--- src/u2d_pkg.sv ---
`timescale 1ns / 1ps
`default_nettype none

package u2d_pkg;

    localparam int BYTE_W = 8;
    localparam int UNIT_W = 16;
    localparam int CNT_OUT_W = 16;
    localparam int ACCUM_W = 21;
    localparam int CFG_IDX_W = 2;
    localparam int CFG_DATA_W = 16;

    typedef enum logic [CFG_IDX_W-1:0] {
        REG_OUT_CAPACITY = 2'd0,
        REG_COUNT_ONLY   = 2'd1
    } t_cfg_reg;

    typedef enum logic [1:0] {
        ST_OK       = 2'd0,
        ST_INVALID  = 2'd1,
        ST_OVERFLOW = 2'd2
    } t_status;

    // restriction on the first continuation byte, set by the lead byte
    typedef enum logic [2:0] {
        LC_NONE = 3'd0,
        LC_E0   = 3'd1,
        LC_ED   = 3'd2,
        LC_F0   = 3'd3,
        LC_F4   = 3'd4
    } t_lead_class;

    typedef struct packed {
        logic [ACCUM_W-1:0] accum;
        logic [1:0]         bytes_left;
        logic [2:0]         seq_length;
        t_lead_class        lead_class;
        logic               first_pending;
        t_status            err;
    } t_seq_state;

    typedef struct packed {
        logic              unit_valid;
        logic [UNIT_W-1:0] code_unit;
        logic              done_res;
        t_status           status;
        logic [CNT_OUT_W-1:0] unit_count;
        logic [CNT_OUT_W-1:0] skipped_bytes;
    } t_result;

    localparam t_seq_state SEQ_IDLE = '{
        accum:         '0,
        bytes_left:    2'd0,
        seq_length:    3'd0,
        lead_class:    LC_NONE,
        first_pending: 1'b0,
        err:           ST_OK
    };

endpackage

`default_nettype wire

--- src/u2d_ifs.sv ---
`timescale 1ns / 1ps
`default_nettype none

interface u2d_in_if;
    logic                      valid;
    logic                      ready;
    logic [u2d_pkg::BYTE_W-1:0] in_byte;
    logic                      last;

    modport source (output valid, output in_byte, output last, input ready);
    modport sink   (input valid, input in_byte, input last, output ready);
endinterface

interface u2d_out_if;
    logic                         valid;
    logic                         ready;
    logic                         unit_valid;
    logic [u2d_pkg::UNIT_W-1:0]    code_unit;
    logic                         done_res;
    logic [1:0]                   status;
    logic [u2d_pkg::CNT_OUT_W-1:0] unit_count;
    logic [u2d_pkg::CNT_OUT_W-1:0] skipped_bytes;

    modport source (output valid, output unit_valid, output code_unit, output done_res,
                    output status, output unit_count, output skipped_bytes, input ready);
    modport sink   (input valid, input unit_valid, input code_unit, input done_res,
                    input status, input unit_count, input skipped_bytes, output ready);
endinterface

interface u2d_cfg_if;
    logic                          valid;
    logic                          ready;
    logic [u2d_pkg::CFG_IDX_W-1:0]  index;
    logic [u2d_pkg::CFG_DATA_W-1:0] data;

    modport source (output valid, output index, output data, input ready);
    modport sink   (input valid, input index, input data, output ready);
endinterface

`default_nettype wire

--- src/u2d_step.sv ---
`timescale 1ns / 1ps
`default_nettype none

module u2d_step #(
    parameter int CW = 16
) (
    input  wire u2d_pkg::t_seq_state          i_state,
    input  wire logic [CW-1:0]                i_units,
    input  wire logic [CW-1:0]                i_skipped,
    input  wire logic [u2d_pkg::BYTE_W-1:0]   i_byte,
    input  wire logic                         i_last,
    input  wire logic [u2d_pkg::UNIT_W-1:0]   i_out_capacity,
    input  wire logic                         i_count_only,
    output u2d_pkg::t_seq_state               o_state,
    output logic [CW-1:0]                     o_units,
    output logic [CW-1:0]                     o_skipped,
    output u2d_pkg::t_result                  o_result,
    output logic                              o_has_result
);

    logic                               have_cp;
    logic                               emitted;
    logic [u2d_pkg::ACCUM_W-1:0]        cp;
    logic [u2d_pkg::ACCUM_W-1:0]        accum_next;
    logic [u2d_pkg::BYTE_W-1:0]         lo;
    logic [u2d_pkg::BYTE_W-1:0]         hi;
    logic [CW:0]                        skip_sum;
    logic [CW:0]                        unit_sum;

    assign accum_next = {i_state.accum[u2d_pkg::ACCUM_W-7:0], i_byte[5:0]};
    assign skip_sum   = {1'b0, i_skipped} + (CW+1)'(i_state.seq_length);
    assign unit_sum   = {1'b0, i_units} + (CW+1)'(1);

    // continuation range, narrowed for overlong, surrogate and above-range forms
    always_comb begin
        lo = 8'h80;
        hi = 8'hBF;
        if (i_state.first_pending) begin
            case (i_state.lead_class)
                u2d_pkg::LC_E0: lo = 8'hA0;
                u2d_pkg::LC_ED: hi = 8'h9F;
                u2d_pkg::LC_F0: lo = 8'h90;
                u2d_pkg::LC_F4: hi = 8'h8F;
                default: ;
            endcase
        end
    end

    always_comb begin
        o_state   = i_state;
        o_units   = i_units;
        o_skipped = i_skipped;
        have_cp   = 1'b0;
        emitted   = 1'b0;
        cp        = '0;

        if (i_state.err == u2d_pkg::ST_OK) begin
            if (i_state.bytes_left == 2'd0) begin
                case (i_byte) inside
                    [8'h00:8'h7F]: begin
                        cp      = u2d_pkg::ACCUM_W'(i_byte);
                        have_cp = 1'b1;
                    end
                    [8'hC2:8'hDF]: begin
                        o_state.accum         = u2d_pkg::ACCUM_W'(i_byte[4:0]);
                        o_state.bytes_left    = 2'd1;
                        o_state.seq_length    = 3'd2;
                        o_state.lead_class    = u2d_pkg::LC_NONE;
                        o_state.first_pending = 1'b1;
                    end
                    [8'hE0:8'hEF]: begin
                        o_state.accum         = u2d_pkg::ACCUM_W'(i_byte[3:0]);
                        o_state.bytes_left    = 2'd2;
                        o_state.seq_length    = 3'd3;
                        o_state.lead_class    = (i_byte == 8'hE0) ? u2d_pkg::LC_E0 :
                                                (i_byte == 8'hED) ? u2d_pkg::LC_ED :
                                                                    u2d_pkg::LC_NONE;
                        o_state.first_pending = 1'b1;
                    end
                    [8'hF0:8'hF4]: begin
                        o_state.accum         = u2d_pkg::ACCUM_W'(i_byte[2:0]);
                        o_state.bytes_left    = 2'd3;
                        o_state.seq_length    = 3'd4;
                        o_state.lead_class    = (i_byte == 8'hF0) ? u2d_pkg::LC_F0 :
                                                (i_byte == 8'hF4) ? u2d_pkg::LC_F4 :
                                                                    u2d_pkg::LC_NONE;
                        o_state.first_pending = 1'b1;
                    end
                    default: o_state.err = u2d_pkg::ST_INVALID;
                endcase
            end else if (i_byte < lo || i_byte > hi) begin
                o_state.err = u2d_pkg::ST_INVALID;
            end else begin
                o_state.accum         = accum_next;
                o_state.bytes_left    = i_state.bytes_left - 2'd1;
                o_state.first_pending = 1'b0;
                if (i_state.bytes_left == 2'd1) begin
                    if (accum_next[u2d_pkg::ACCUM_W-1:u2d_pkg::UNIT_W] == '0) begin
                        cp      = accum_next;
                        have_cp = 1'b1;
                    end else begin
                        o_skipped = skip_sum[CW] ? '1 : skip_sum[CW-1:0];
                    end
                end
            end

            if (have_cp) begin
                if (!i_count_only && (u2d_pkg::UNIT_W'(i_units) >= i_out_capacity)) begin
                    o_state.err = u2d_pkg::ST_OVERFLOW;
                end else begin
                    emitted = 1'b1;
                    o_units = unit_sum[CW] ? '1 : unit_sum[CW-1:0];
                end
            end
        end

        // truncated sequence at end of string
        if (i_last && o_state.err == u2d_pkg::ST_OK && o_state.bytes_left != 2'd0) begin
            o_state.err = u2d_pkg::ST_INVALID;
        end
    end

    always_comb begin
        o_result.unit_valid    = emitted;
        o_result.code_unit     = emitted ? cp[u2d_pkg::UNIT_W-1:0] : '0;
        o_result.done_res      = i_last;
        o_result.status        = o_state.err;
        o_result.unit_count    = u2d_pkg::CNT_OUT_W'(o_units);
        o_result.skipped_bytes = u2d_pkg::CNT_OUT_W'(o_skipped);
        o_has_result           = emitted || i_last;
    end

endmodule

`default_nettype wire

--- src/utf8_to_ucs2_decoder.sv ---
`timescale 1ns / 1ps
`default_nettype none

// Strict UTF-8 to UCS-2 decoder. One byte is taken per request on i_in, with
// last marking the end of a string; a result leaves on o_out for every decoded
// basic-plane unit and for the last byte, which carries the final status and
// counts. The block sustains one byte per clock cycle while o_out takes its
// results: a byte is registered, decoded by a single level of logic against the
// sequence state, and the result lands in an output register once that register
// is free or being taken. Input is held off only while the input register holds
// a byte and the output register is full and not taken. Sequence state and
// counts clear after each last byte. The user must write out_capacity and
// count_only on i_cfg while no string is in flight; the block does not enforce it.
module utf8_to_ucs2_decoder #(
    parameter int COUNT_BITS = 16
) (
    input  wire logic   i_clk,
    input  wire logic   i_rst_n,
    u2d_cfg_if.sink     i_cfg,
    u2d_in_if.sink      i_in,
    u2d_out_if.source   o_out
);

    localparam int CW = (COUNT_BITS < u2d_pkg::CNT_OUT_W) ? COUNT_BITS : u2d_pkg::CNT_OUT_W;

    logic [u2d_pkg::UNIT_W-1:0]  r_out_capacity;
    logic                        r_count_only;

    logic                        r_in_valid;
    logic [u2d_pkg::BYTE_W-1:0]  r_in_byte;
    logic                        r_in_last;

    u2d_pkg::t_seq_state         r_state;
    logic [CW-1:0]               r_units;
    logic [CW-1:0]               r_skipped;

    logic                        r_out_valid;
    u2d_pkg::t_result            r_result;

    u2d_pkg::t_seq_state         n_state;
    logic [CW-1:0]               n_units;
    logic [CW-1:0]               n_skipped;
    u2d_pkg::t_result            n_result;
    logic                        n_has_result;

    logic                        advance;

    assign advance     = !r_out_valid || o_out.ready;
    assign i_in.ready  = !r_in_valid || advance;
    assign i_cfg.ready = 1'b1;

    always_ff @(posedge i_clk) begin
        if (!i_rst_n) begin
            r_out_capacity <= 16'hFFFF;
            r_count_only   <= 1'b0;
        end else if (i_cfg.valid) begin
            case (i_cfg.index)
                u2d_pkg::REG_OUT_CAPACITY: r_out_capacity <= i_cfg.data;
                u2d_pkg::REG_COUNT_ONLY:   r_count_only   <= i_cfg.data[0];
                default: ;
            endcase
        end
    end

    u2d_step #(
        .CW (CW)
    ) u_step (
        .i_state        (r_state),
        .i_units        (r_units),
        .i_skipped      (r_skipped),
        .i_byte         (r_in_byte),
        .i_last         (r_in_last),
        .i_out_capacity (r_out_capacity),
        .i_count_only   (r_count_only),
        .o_state        (n_state),
        .o_units        (n_units),
        .o_skipped      (n_skipped),
        .o_result       (n_result),
        .o_has_result   (n_has_result)
    );

    // input register
    always_ff @(posedge i_clk) begin
        if (!i_rst_n) begin
            r_in_valid <= 1'b0;
        end else if (i_in.ready) begin
            r_in_valid <= i_in.valid;
        end
    end

    always_ff @(posedge i_clk) begin
        if (i_in.valid && i_in.ready) begin
            r_in_byte <= i_in.in_byte;
            r_in_last <= i_in.last;
        end
    end

    // sequence state, committed when the registered byte is consumed
    always_ff @(posedge i_clk) begin
        if (!i_rst_n) begin
            r_state   <= u2d_pkg::SEQ_IDLE;
            r_units   <= '0;
            r_skipped <= '0;
        end else if (r_in_valid && advance) begin
            if (r_in_last) begin
                r_state   <= u2d_pkg::SEQ_IDLE;
                r_units   <= '0;
                r_skipped <= '0;
            end else begin
                r_state   <= n_state;
                r_units   <= n_units;
                r_skipped <= n_skipped;
            end
        end
    end

    // result register
    always_ff @(posedge i_clk) begin
        if (!i_rst_n) begin
            r_out_valid <= 1'b0;
        end else if (advance) begin
            r_out_valid <= r_in_valid && n_has_result;
        end
    end

    always_ff @(posedge i_clk) begin
        if (advance && r_in_valid && n_has_result) begin
            r_result <= n_result;
        end
    end

    assign o_out.valid         = r_out_valid;
    assign o_out.unit_valid    = r_result.unit_valid;
    assign o_out.code_unit     = r_result.code_unit;
    assign o_out.done_res      = r_result.done_res;
    assign o_out.status        = r_result.status;
    assign o_out.unit_count    = r_result.unit_count;
    assign o_out.skipped_bytes = r_result.skipped_bytes;

endmodule

`default_nettype wire

--- src/flat_wrapper.sv ---
// flat-port wrapper written by rule: the top's interface ports become plain ports
module utf8_to_ucs2_decoder_flat 
#(
    parameter int COUNT_BITS = 16
)
  (i_clk, i_rst_n, i_cfg_valid, i_cfg_index, i_cfg_data, i_cfg_ready, i_in_valid, i_in_in_byte, i_in_last, i_in_ready, o_out_valid, o_out_unit_valid, o_out_code_unit, o_out_done_res, o_out_status, o_out_unit_count, o_out_skipped_bytes, o_out_ready);
  u2d_cfg_if i_cfg_i ();
  u2d_in_if i_in_i ();
  u2d_out_if o_out_i ();
  input  wire logic i_clk;
  input  wire logic i_rst_n;
  input wire logic [$bits(i_cfg_i.valid)-1:0] i_cfg_valid;
  input wire logic [$bits(i_cfg_i.index)-1:0] i_cfg_index;
  input wire logic [$bits(i_cfg_i.data)-1:0] i_cfg_data;
  output wire logic [$bits(i_cfg_i.ready)-1:0] i_cfg_ready;
  input wire logic [$bits(i_in_i.valid)-1:0] i_in_valid;
  input wire logic [$bits(i_in_i.in_byte)-1:0] i_in_in_byte;
  input wire logic [$bits(i_in_i.last)-1:0] i_in_last;
  output wire logic [$bits(i_in_i.ready)-1:0] i_in_ready;
  output wire logic [$bits(o_out_i.valid)-1:0] o_out_valid;
  output wire logic [$bits(o_out_i.unit_valid)-1:0] o_out_unit_valid;
  output wire logic [$bits(o_out_i.code_unit)-1:0] o_out_code_unit;
  output wire logic [$bits(o_out_i.done_res)-1:0] o_out_done_res;
  output wire logic [$bits(o_out_i.status)-1:0] o_out_status;
  output wire logic [$bits(o_out_i.unit_count)-1:0] o_out_unit_count;
  output wire logic [$bits(o_out_i.skipped_bytes)-1:0] o_out_skipped_bytes;
  input wire logic [$bits(o_out_i.ready)-1:0] o_out_ready;
  assign i_cfg_i.valid = i_cfg_valid;
  assign i_cfg_i.index = i_cfg_index;
  assign i_cfg_i.data = i_cfg_data;
  assign i_cfg_ready = i_cfg_i.ready;
  assign i_in_i.valid = i_in_valid;
  assign i_in_i.in_byte = i_in_in_byte;
  assign i_in_i.last = i_in_last;
  assign i_in_ready = i_in_i.ready;
  assign o_out_valid = o_out_i.valid;
  assign o_out_unit_valid = o_out_i.unit_valid;
  assign o_out_code_unit = o_out_i.code_unit;
  assign o_out_done_res = o_out_i.done_res;
  assign o_out_status = o_out_i.status;
  assign o_out_unit_count = o_out_i.unit_count;
  assign o_out_skipped_bytes = o_out_i.skipped_bytes;
  assign o_out_i.ready = o_out_ready;
  utf8_to_ucs2_decoder #(.COUNT_BITS(COUNT_BITS)) u_core (.i_clk(i_clk), .i_rst_n(i_rst_n), .i_cfg(i_cfg_i), .i_in(i_in_i), .o_out(o_out_i));
endmodule
--- config.mk ---
export PLATFORM = sky130hd
export DESIGN_NAME = utf8_to_ucs2_decoder_flat
export DESIGN_NICKNAME = d
export VERILOG_FILES = /design/src/u2d_pkg.sv /design/src/u2d_ifs.sv /design/src/u2d_step.sv /design/src/utf8_to_ucs2_decoder.sv /design/src/flat_wrapper.sv
export SDC_FILE = /design/constraint.sdc
export NUM_CORES = 1
export LEC_CHECK = 0
export BUFFER_PORTS_ARGS = -buffer_cell sky130_fd_sc_hd__buf_4
export CAP_MARGIN = 30
export CELL_PAD_IN_SITES_DETAIL_PLACEMENT = 1
export CELL_PAD_IN_SITES_GLOBAL_PLACEMENT = 2
export CORE_ASPECT_RATIO = 1.4
export CORE_MARGIN = 3
export CORE_UTILIZATION = 37
export DETAILED_ROUTE_END_ITERATION = 6
export GPL_TIMING_DRIVEN = 0
export PLACE_DENSITY = 0.83
export RECOVER_POWER = 100
export SETUP_SLACK_MARGIN = 0.4
export SLEW_MARGIN = 30
export SYNTH_ARGS = -nofsm -noshare
export SYNTH_HDL_FRONTEND = slang
export SYNTH_SLANG_ARGS = --single-unit
--- constraint.sdc ---
create_clock -name i_clk -period 7.7 [get_ports i_clk]
set_clock_uncertainty 0.2 [all_clocks]
set_input_delay 1.155 -clock i_clk [delete_from_list [all_inputs] [get_ports i_clk]]
set_output_delay 1.155 -clock i_clk [all_outputs]
set_load 0.02 [all_outputs]
Yosys cells after proc, flatten, opt, wreduce, memory -nomap -nowiden. Index checks and enable logic that the tools add are counted.

Reductions and logical operators: 32. Multiplexer cells: 53. Magnitude comparators: 11. Equality and inequality tests: 14. $add $sub $neg: 3.

Operators with widths (count): 16-bit 2-to-1 mux (16); 24-bit 2-to-1 mux (4); 26-bit 2-to-1 mux (2); 17-bit 2-to-1 mux (2); 8-bit == test, second input constant (4); 8-bit >= comparator, second input constant (3); 8-bit <= comparator, second input constant (3); 8-bit 2-to-1 mux (3); 6-bit one-hot mux with 2 select lines (2); 2-bit 2-to-1 mux (10); 16-bit by 1-bit adder with 17-bit output, second input constant (1); 16-bit by 3-bit adder with 17-bit output (1); 16-bit >= comparator (1); 1-bit logical AND (11); 1-bit 2-to-1 mux (10); 5-bit AND reduction (2); 3-bit 2-to-1 mux (3); 8-bit by 1-bit >= comparator with 1-bit output, second input constant (1); 8-bit greater-than comparator (1); 8-bit by 7-bit <= comparator with 1-bit output, second input constant (1); 2-bit logical NOT (4); 8-bit < comparator (1); 3-bit by 2-bit == test with 1-bit output, second input constant (2); 6-bit 2-to-1 mux (1); other kinds (13) (24).

Logic and storage cells: 133. Flip-flop bits (word level): 138. Input bits: 32.

Depth between registers and ports, before layout. Gate-level depths: netlist (run 1).

Word-level depth: 16. Mapped depth: 13.

Modules after synthesis. A second synthesis (run 1) with hierarchy kept.

Cells, all modules: 883. Area, all modules: 8298.0 µm².

By module, submodules not included: utf8_to_ucs2_decoder (area an instance 5377.7 µm², seq. area each 3493.4 µm², cells an instance 434, instances 1); u2d_step (area an instance 2920.3 µm², seq. area each 0.0 µm², cells an instance 449, instances 1).

Worst setup path before layout (run 1). OpenSTA, ideal clock, no wires.

Path kind: flip-flop to flip-flop. Start: register u_core.r_units[0]. End: register u_core.r_result (netlist bit u_core.o_out.code_unit[0]) (enable). Path buffers: 3. Arrival: 4728 ps. Cell stages (with the launch flop): 12. Slack: 2293 ps. Data required time: 7021 ps. Cells stage by stage: dfxtp_1 > clkbuf_1 > inv_1 > ha_1 > nand2b_1 > a2111oi_0 > nor4_1 > o41ai_2 > nand3_2 > buf_6 > buf_2 > a21oi_1.

Longest elaborated chain between the ends: 7.

Ends and longest elaborated chain: start, declared (RTL line utf8_to_ucs2_decoder.sv:34) `logic [CW-1:0] r_units;`; start signal, assigned (RTL line utf8_to_ucs2_decoder.sv:111) `r_units <= n_units;`; 16-bit >= comparator (RTL line u2d_step.sv:108) `if (!i_count_only && (u2d_pkg::UNIT_W'(i_units) >= i_out_capacity)) begin`; 1-bit logical AND (RTL line u2d_step.sv:108); 1-bit 2-to-1 mux (RTL line u2d_step.sv:108); 1-bit 2-to-1 mux (RTL line u2d_step.sv:107) `if (have_cp) begin`; 1-bit 2-to-1 mux (RTL line u2d_step.sv:57) `if (i_state.err == u2d_pkg::ST_OK) begin`; 1-bit logical OR (RTL line u2d_step.sv:130) `o_has_result = emitted || i_last;`; 1-bit logical AND (RTL line utf8_to_ucs2_decoder.sv:127) `if (advance && r_in_valid && n_has_result) begin`; end signal, assigned (RTL line utf8_to_ucs2_decoder.sv:128) `r_result <= n_result;`; end, declared (RTL line utf8_to_ucs2_decoder.sv:38) `u2d_pkg::t_result r_result;`.

No other way between the ends. A chain may end at the register's enable or synchronous reset.

Final worst setup path (run 1).
Start: register u_core.r_units[0]. End: register u_core.r_result (netlist bit u_core.o_out.skipped_bytes[0]) (enable).

Same word-level chain as after synthesis.

==> results of run 1 <==
-- worst max-delay path, stage by stage, from the launching register on --
cell       delay (ps)
dfxtp_1           330
clkbuf_1          320
inv_1              90
ha_1              290
nand2b_1          130
a2111oi_0         560
nor4_1            100
o41ai_1           590
nand3_2           160
clkbuf_1          280
clkbuf_1          310
a21oi_1           640
clkbuf_1          990
-- synth_stat cells, drive strengths merged, types with 14 or more instances --
cell type / n / share of area, %
nand3: 27 / 2.1
nand2: 57 / 3.1
dfxtp: 77 / 23
inv: 28 / 1.5
a22o: 17 / 2.2
a21oi: 48 / 3.5
a31oi: 27 / 2.5
and3: 14 / 1.3
and2: 22 / 2.0
ha: 25 / 4.6
nor2b: 14 / 1.3
clkbuf: 24 / 1.3
o21ai: 30 / 2.2
o211ai: 15 / 1.7
nor2: 42 / 2.6
edfxtp: 61 / 27
-- worst max-delay path by stage --
stage                           start                       endpoint  slack (ps)  depth (start not counted)
global placement    u_core.r_units[0]  u_core.o_out.skipped_bytes[0]         470                         11
finish              u_core.r_units[0]  u_core.o_out.skipped_bytes[0]        2300                         12
floorplan           u_core.r_units[0]      u_core.o_out.code_unit[0]        2290                         11
global route        u_core.r_units[0]  u_core.o_out.skipped_bytes[0]        1800                         12
detailed placement  u_core.r_units[0]      u_core.o_out.code_unit[2]        3650                         13
CTS                 u_core.r_units[0]    u_core.o_out.unit_count[15]        3610                         13
-- state kept, by name (all words and copies together), names as in the netlist, 2 cells and up --
name / cells
u_core.o_out.skipped_bytes: 16
u_core.r_skipped: 16
u_core.o_out.unit_count: 16
u_core.r_state: 26
u_core.o_out.code_unit: 16
u_core.r_in_byte: 8
u_core.o_out.status: 2
u_core.r_units: 16
u_core.r_out_capacity: 16
-- routing by layer --
| metal | vias up | part of all wire (%) | track usage, % |
|---|---|---|---|
| li1 | 2804 | - | - |
| met1 | 2917 | 40 | 23.7 |
| met2 | 114 | 54 | 38.3 |
| met3 | 40 | 3.7 | 3.67 |
| met4 | 0 | 2.4 | 8.38 |
| met5 | - | 0 | 0 |
-- stage by stage --
step	cells	worst slack [ps]
after global routing	1045	1800
after CTS	1045	3610
after floorplan	686	2290
after global placement	1010	474
final	1045	2300
after detailed placement	1013	3650
-- cell families after synthesis --
family                   synth area share, %
other                                 0.0550
XOR/XNOR                                1.16
AO/OA/AOI/OAI                           19.4
AND/OR/NAND/NOR                         20.2
multiplexers                           0.917
adder cells (fa/ha/maj)                 4.88
buffers and inverters                   3.98
flip-flops                              49.4
-- cell type report --
| cell class | instances | area, um^2 | area share, % |
|---|---|---|---|
| clock buffers | 22 | 474 | 5.79 |
| repair buffers | 87 | 463 | 5.66 |
| well taps | 240 | 300 | 3.67 |
| inverters | 29 | 109 | 1.33 |
| flip-flops and latches | 138 | 3370 | 41.2 |
| multi-input cells | 483 | 3160 | 38.6 |
| clock inverters | 10 | 166 | 2.03 |
| plain buffers | 36 | 143 | 1.74 |
-- power by group through the flow --
stage	Combinational [mW]	Sequential, mW	Clock [mW]
final	0.135	0.798	0.884
after global routing	0.148	0.800	0.932
after CTS	0.152	0.798	0.898
after detailed placement	0.151	0.814	0
after global placement	0.141	0.815	0
after floorplan	0.0650	0.828	0
==> results.yml, run 1 <==
clock_network:
  cts_buffers: 17
  cts.sinks: 138
  ctsLongestPathBuffers: 2
  cts_resized: 0
  root_buffer: "clkbuf_16"
  postCtsSetupBuffers: 0
  cts_tree: "built"
  clk_pin_slew_ps: 60
  htree_levels: 4
  clk-insertion-delay-late_ps: 420
  hold_buffers: 0
routing:
  wire_per_inst_um: 19.6
  viasPerCell: 5.62
  via_count: 5875
  drtAntennaViolNets: 0
  dr.first_iter.drc_count: 317
  drc: 0
  wirelength_um: 20500
  dr.pass1.iters: 4
synthesis:
  post_synth.cell_area_avg_um2: 9.94
  synth_cell_types: 81
  netlist_instances: 686
  synth_nets: 744
  synth_edf_count: 61
  seq_area_frac_synth_pct: 49.4
  synth_top_flop_cell: "dfxtp_1"
  async_flop_share_pct: 0
  ys_warn_count: 0
  ys_ff_latch: 138
  synth.cell_area_um2: 6820
layout:
  area_growth_syn_to_layout_pct: 20.0
  layout-drive-gt1-share_pct: 10.7
  fill_cells: 2126
  post-route-util_pct: 45.5
  n_antenna_cell: 0
  layout_common_cells: "90 x clkbuf_1, 77 x dfxtp_1, 61 x edfxtp_1, 57 x nand2_1, 48 x a21oi_1"
  fin_area_um2: 8180
  nets: 850
  final_common_cell: "clkbuf_1"
grt:
  grt_max_degree: 23
  gr-total-overflow: 0
  grt_pass1_wl_um: 33300
  grt_pass1_vias: 6233
  antenna_found_initial: 0
  grt_usage_pct: 20.9
power_and_ir_drop:
  p_per_area_nw_per_um2: 222
  power.total_mw: 1.82
  switching_power_mw: 0.421
  peakVddDrop_uv: 88.2
  p_clk_share_pct: 48.7
  intPower_mw: 1.40
  pwr-share-comb_pct: 7.4
  leakage_nw: 3.07
  switching_share_pct: 23.1
  p_seq_share_pct: 43.9
worst_hold_path:
  min_to: "u_core.o_out.done_res"
  hold_depth: 0
  hp-class: "reg -> reg"
  min_from: "u_core.r_in_last"
sta:
  rsz0062_at_grt: "false"
  maxSlewViolCount: 0
  finalSetupViolCount: 0
  slew_headroom_pct: 3.31
  post-route-period-util_pct: 70.1
  hold_viol_final: 0
  worst_pin_slew_ps: 1440
  timing.hold.ws_ps: 263
  fin_crit_ps: 5400
  max_freq_mhz: 185
  finalSetupTns_ps: 0
critical_path:
  r2r_setup_slack_ps: 2300
  r2r_start: "u_core.r_units[0]"
  arrival_ps: 5230
  r2r_end: "u_core.o_out.skipped_bytes[0]"
  worst-r2r-cell-count: 12
  required_ps: 7530
  worst-setup-path-type: "reg -> reg"
  path_max_fanout: 22
  end_kind: "flop"
  start_kind: "flop"
placed_design:
  dp.final_hpwl_um: 15500
  place_congestion: 0.872
  dpl_cell_area_um2: 7830
  port_buffers: 84
floorplanning:
  die-height_um: 167
  initial_core_util_pct: 37.9
  fp.dieW_um: 121
  fp-row-count: 58
  dieArea_um2: 20100
  ios: 87
  core_um2: 18000
outcome:
  status: "finished, final reports clean"
flow_run:
  drv_cap: 0
Note: power is estimated with default switching activity, not from simulation.
==> run 2, diff against run 1 <==
CORE_UTILIZATION = 33   (was 37)
PLACE_DENSITY = 0.78   (was 0.83)
clock period = 4.9 ns   (was 7.7 ns; I/O delays follow)
==> run 2 against run 1 <==
Net effect:
- largest power group unchanged
- non-clock buffer count stayed put
- clock-buffer cell count fell by 4
- cell count rose by 1.1%
- critical path depth unchanged
- hold slack got worse by 3.5 ps
- sequential share of layout area about the same
- sequential cell count unchanged
==> results.yml, run 2 (synthesis results as in run 1) <==
grt:
  grt_pass1_vias: 6345
  grt_max_degree: 23
  antenna_found_initial: 0
  gr-total-overflow: 0
  grt_usage_pct: 19.1
  grt_pass1_wl_um: 33900
routing:
  wire_per_inst_um: 19.9
  dr.pass1.iters: 4
  dr.first_iter.drc_count: 247
  wirelength_um: 21000
  drtAntennaViolNets: 0
  viasPerCell: 5.54
  via_count: 5856
  drc: 0
layout:
  nets: 850
  final_common_cell: "clkbuf_1"
  fin_area_um2: 8190
  area_growth_syn_to_layout_pct: 20.0
  n_antenna_cell: 0
  layout-drive-gt1-share_pct: 10.3
  largest_reg_flops: 26
  top_register: "u_core.r_state"
  layout_common_cells: "87 x clkbuf_1, 77 x dfxtp_1, 61 x edfxtp_1, 57 x nand2_1, 47 x a21oi_1"
  regArea_um2: 3370
  fill_cells: 2295
  multi_input_area_um2: 3160
sta:
  max_freq_mhz: 229
  hold_viol_final: 0
  post-route-period-util_pct: 89.1
  maxSlewViolCount: 0
  worst_pin_slew_ps: 1390
  fin_crit_ps: 4370
  finalSetupViolCount: 0
  slew_headroom_pct: 6.30
  rsz0062_at_grt: "false"
floorplanning:
  die-height_um: 176
  fp-row-count: 61
  core_um2: 20100
  fp.dieW_um: 128
  dieArea_um2: 22500
  ios: 87
  initial_core_util_pct: 34.0
critical_path:
  path_max_fanout: 10
  end_kind: "flop"
  start_kind: "flop"
  worst-setup-path-type: "reg -> reg"
  required_ps: 4830
  crit_start: "u_core.r_units[0]"
  arrival_ps: 4300
  r2r_start: "u_core.r_units[0]"
power_and_ir_drop:
  pwr-share-comb_pct: 8.0
  p_per_area_nw_per_um2: 337
  power.total_mw: 2.76
  intPower_mw: 2.10
  switching_share_pct: 24.0
  p_clk_share_pct: 46.6
  p_seq_share_pct: 45.4
  switching_power_mw: 0.664
  leakage_nw: 3.06
  peakVddDrop_uv: 221
clock_network:
  clk_pin_slew_ps: 60
  root_buffer: "clkbuf_16"
  clk-insertion-delay-late_ps: 420
  ctsLongestPathBuffers: 2
  postCtsSetupBuffers: 0
  cts_resized: 0
  hold_buffers: 0
  cts.sinks: 138
  cts_buffers: 17
  cts_tree: "built"
  htree_levels: 4
placed_design:
  dpl_cell_area_um2: 7850
  port_buffers: 84
  place_congestion: 0.874
  dp.final_hpwl_um: 15800
worst_hold_path:
  hp-class: "reg -> reg"
  min_from: "u_core.r_in_last"
outcome:
  status: "finished, final reports clean"
flow_run:
  drv_cap: 0
-- run 2: cell types whose count changed in the layout (fill, tap and decap cells not counted), moves of 3 or more --
cell      before  now
and2_1         4    9
and2_0        18   13
clkbuf_8       3    0
clkbuf_1      90   87
clkinv_1       1    6
-- run 2: final cells by class --
cell class | instances | share of cell area, %
flip-flops and latches | 138 | 41.2
multi-input cells | 483 | 38.6
clock buffers | 18 | 5.24
repair buffers | 87 | 6.04
inverters | 29 | 1.33
plain buffers | 36 | 1.83
well taps | 252 | 3.85
clock inverters | 14 | 1.90
-- run 2: through the flow --
step,setup TNS (ps),utilization [%],worst slack (ps),hold WS (ps),instances
final,0,40.8,532,259,1057
after floorplan,0,-,664,224,686
after detailed placement,0,39.1,849,255,1025
after CTS,0,42.0,820,265,1057
after global placement,-33220,38.7,-645,234,1022
after global routing,0,40.8,351,271,1057
-- run 2: path summary, 6_finish.rpt --
path                                               endpoint  slack (ps)  depth (start not counted)
worst max-delay path            u_core.o_out.unit_count[10]         530                         12
worst min-delay path                  u_core.o_out.done_res         260                          0
worst max register to register  u_core.o_out.unit_count[10]         530                         12
worst min register to register        u_core.o_out.done_res         260                          0
-- run 2: power by group through the flow --
| stage | registers (mW) | logic (mW) | clock network (mW) |
|---|---|---|---|
| final | 1.25 | 0.220 | 1.29 |
| after global routing | 1.26 | 0.239 | 1.37 |
| after CTS | 1.26 | 0.240 | 1.31 |
| after detailed placement | 1.28 | 0.239 | 0 |
| after global placement | 1.28 | 0.224 | 0 |
| after floorplan | 1.30 | 0.103 | 0 |
-- run 2: critical path, cell delays in order (launching register included) --
cell and delay, ps:
dfxtp_1 330, clkbuf_1 320, inv_1 90, ha_1 290, nand2b_1 130, a2111oi_0 570, nor4_1 110, o41ai_1 630
nand3_2 170, buf_6 190, nor2_1 300, clkbuf_1 490, a31oi_1 240
-- run 2: per-layer routing --
layer | global-route usage (%) | part of all wire [%]
met1 | 21.7 | 40
met2 | 34.8 | 53
met3 | 3.42 | 3.9
met4 | 7.65 | 2.9
met5 | 0 | 0
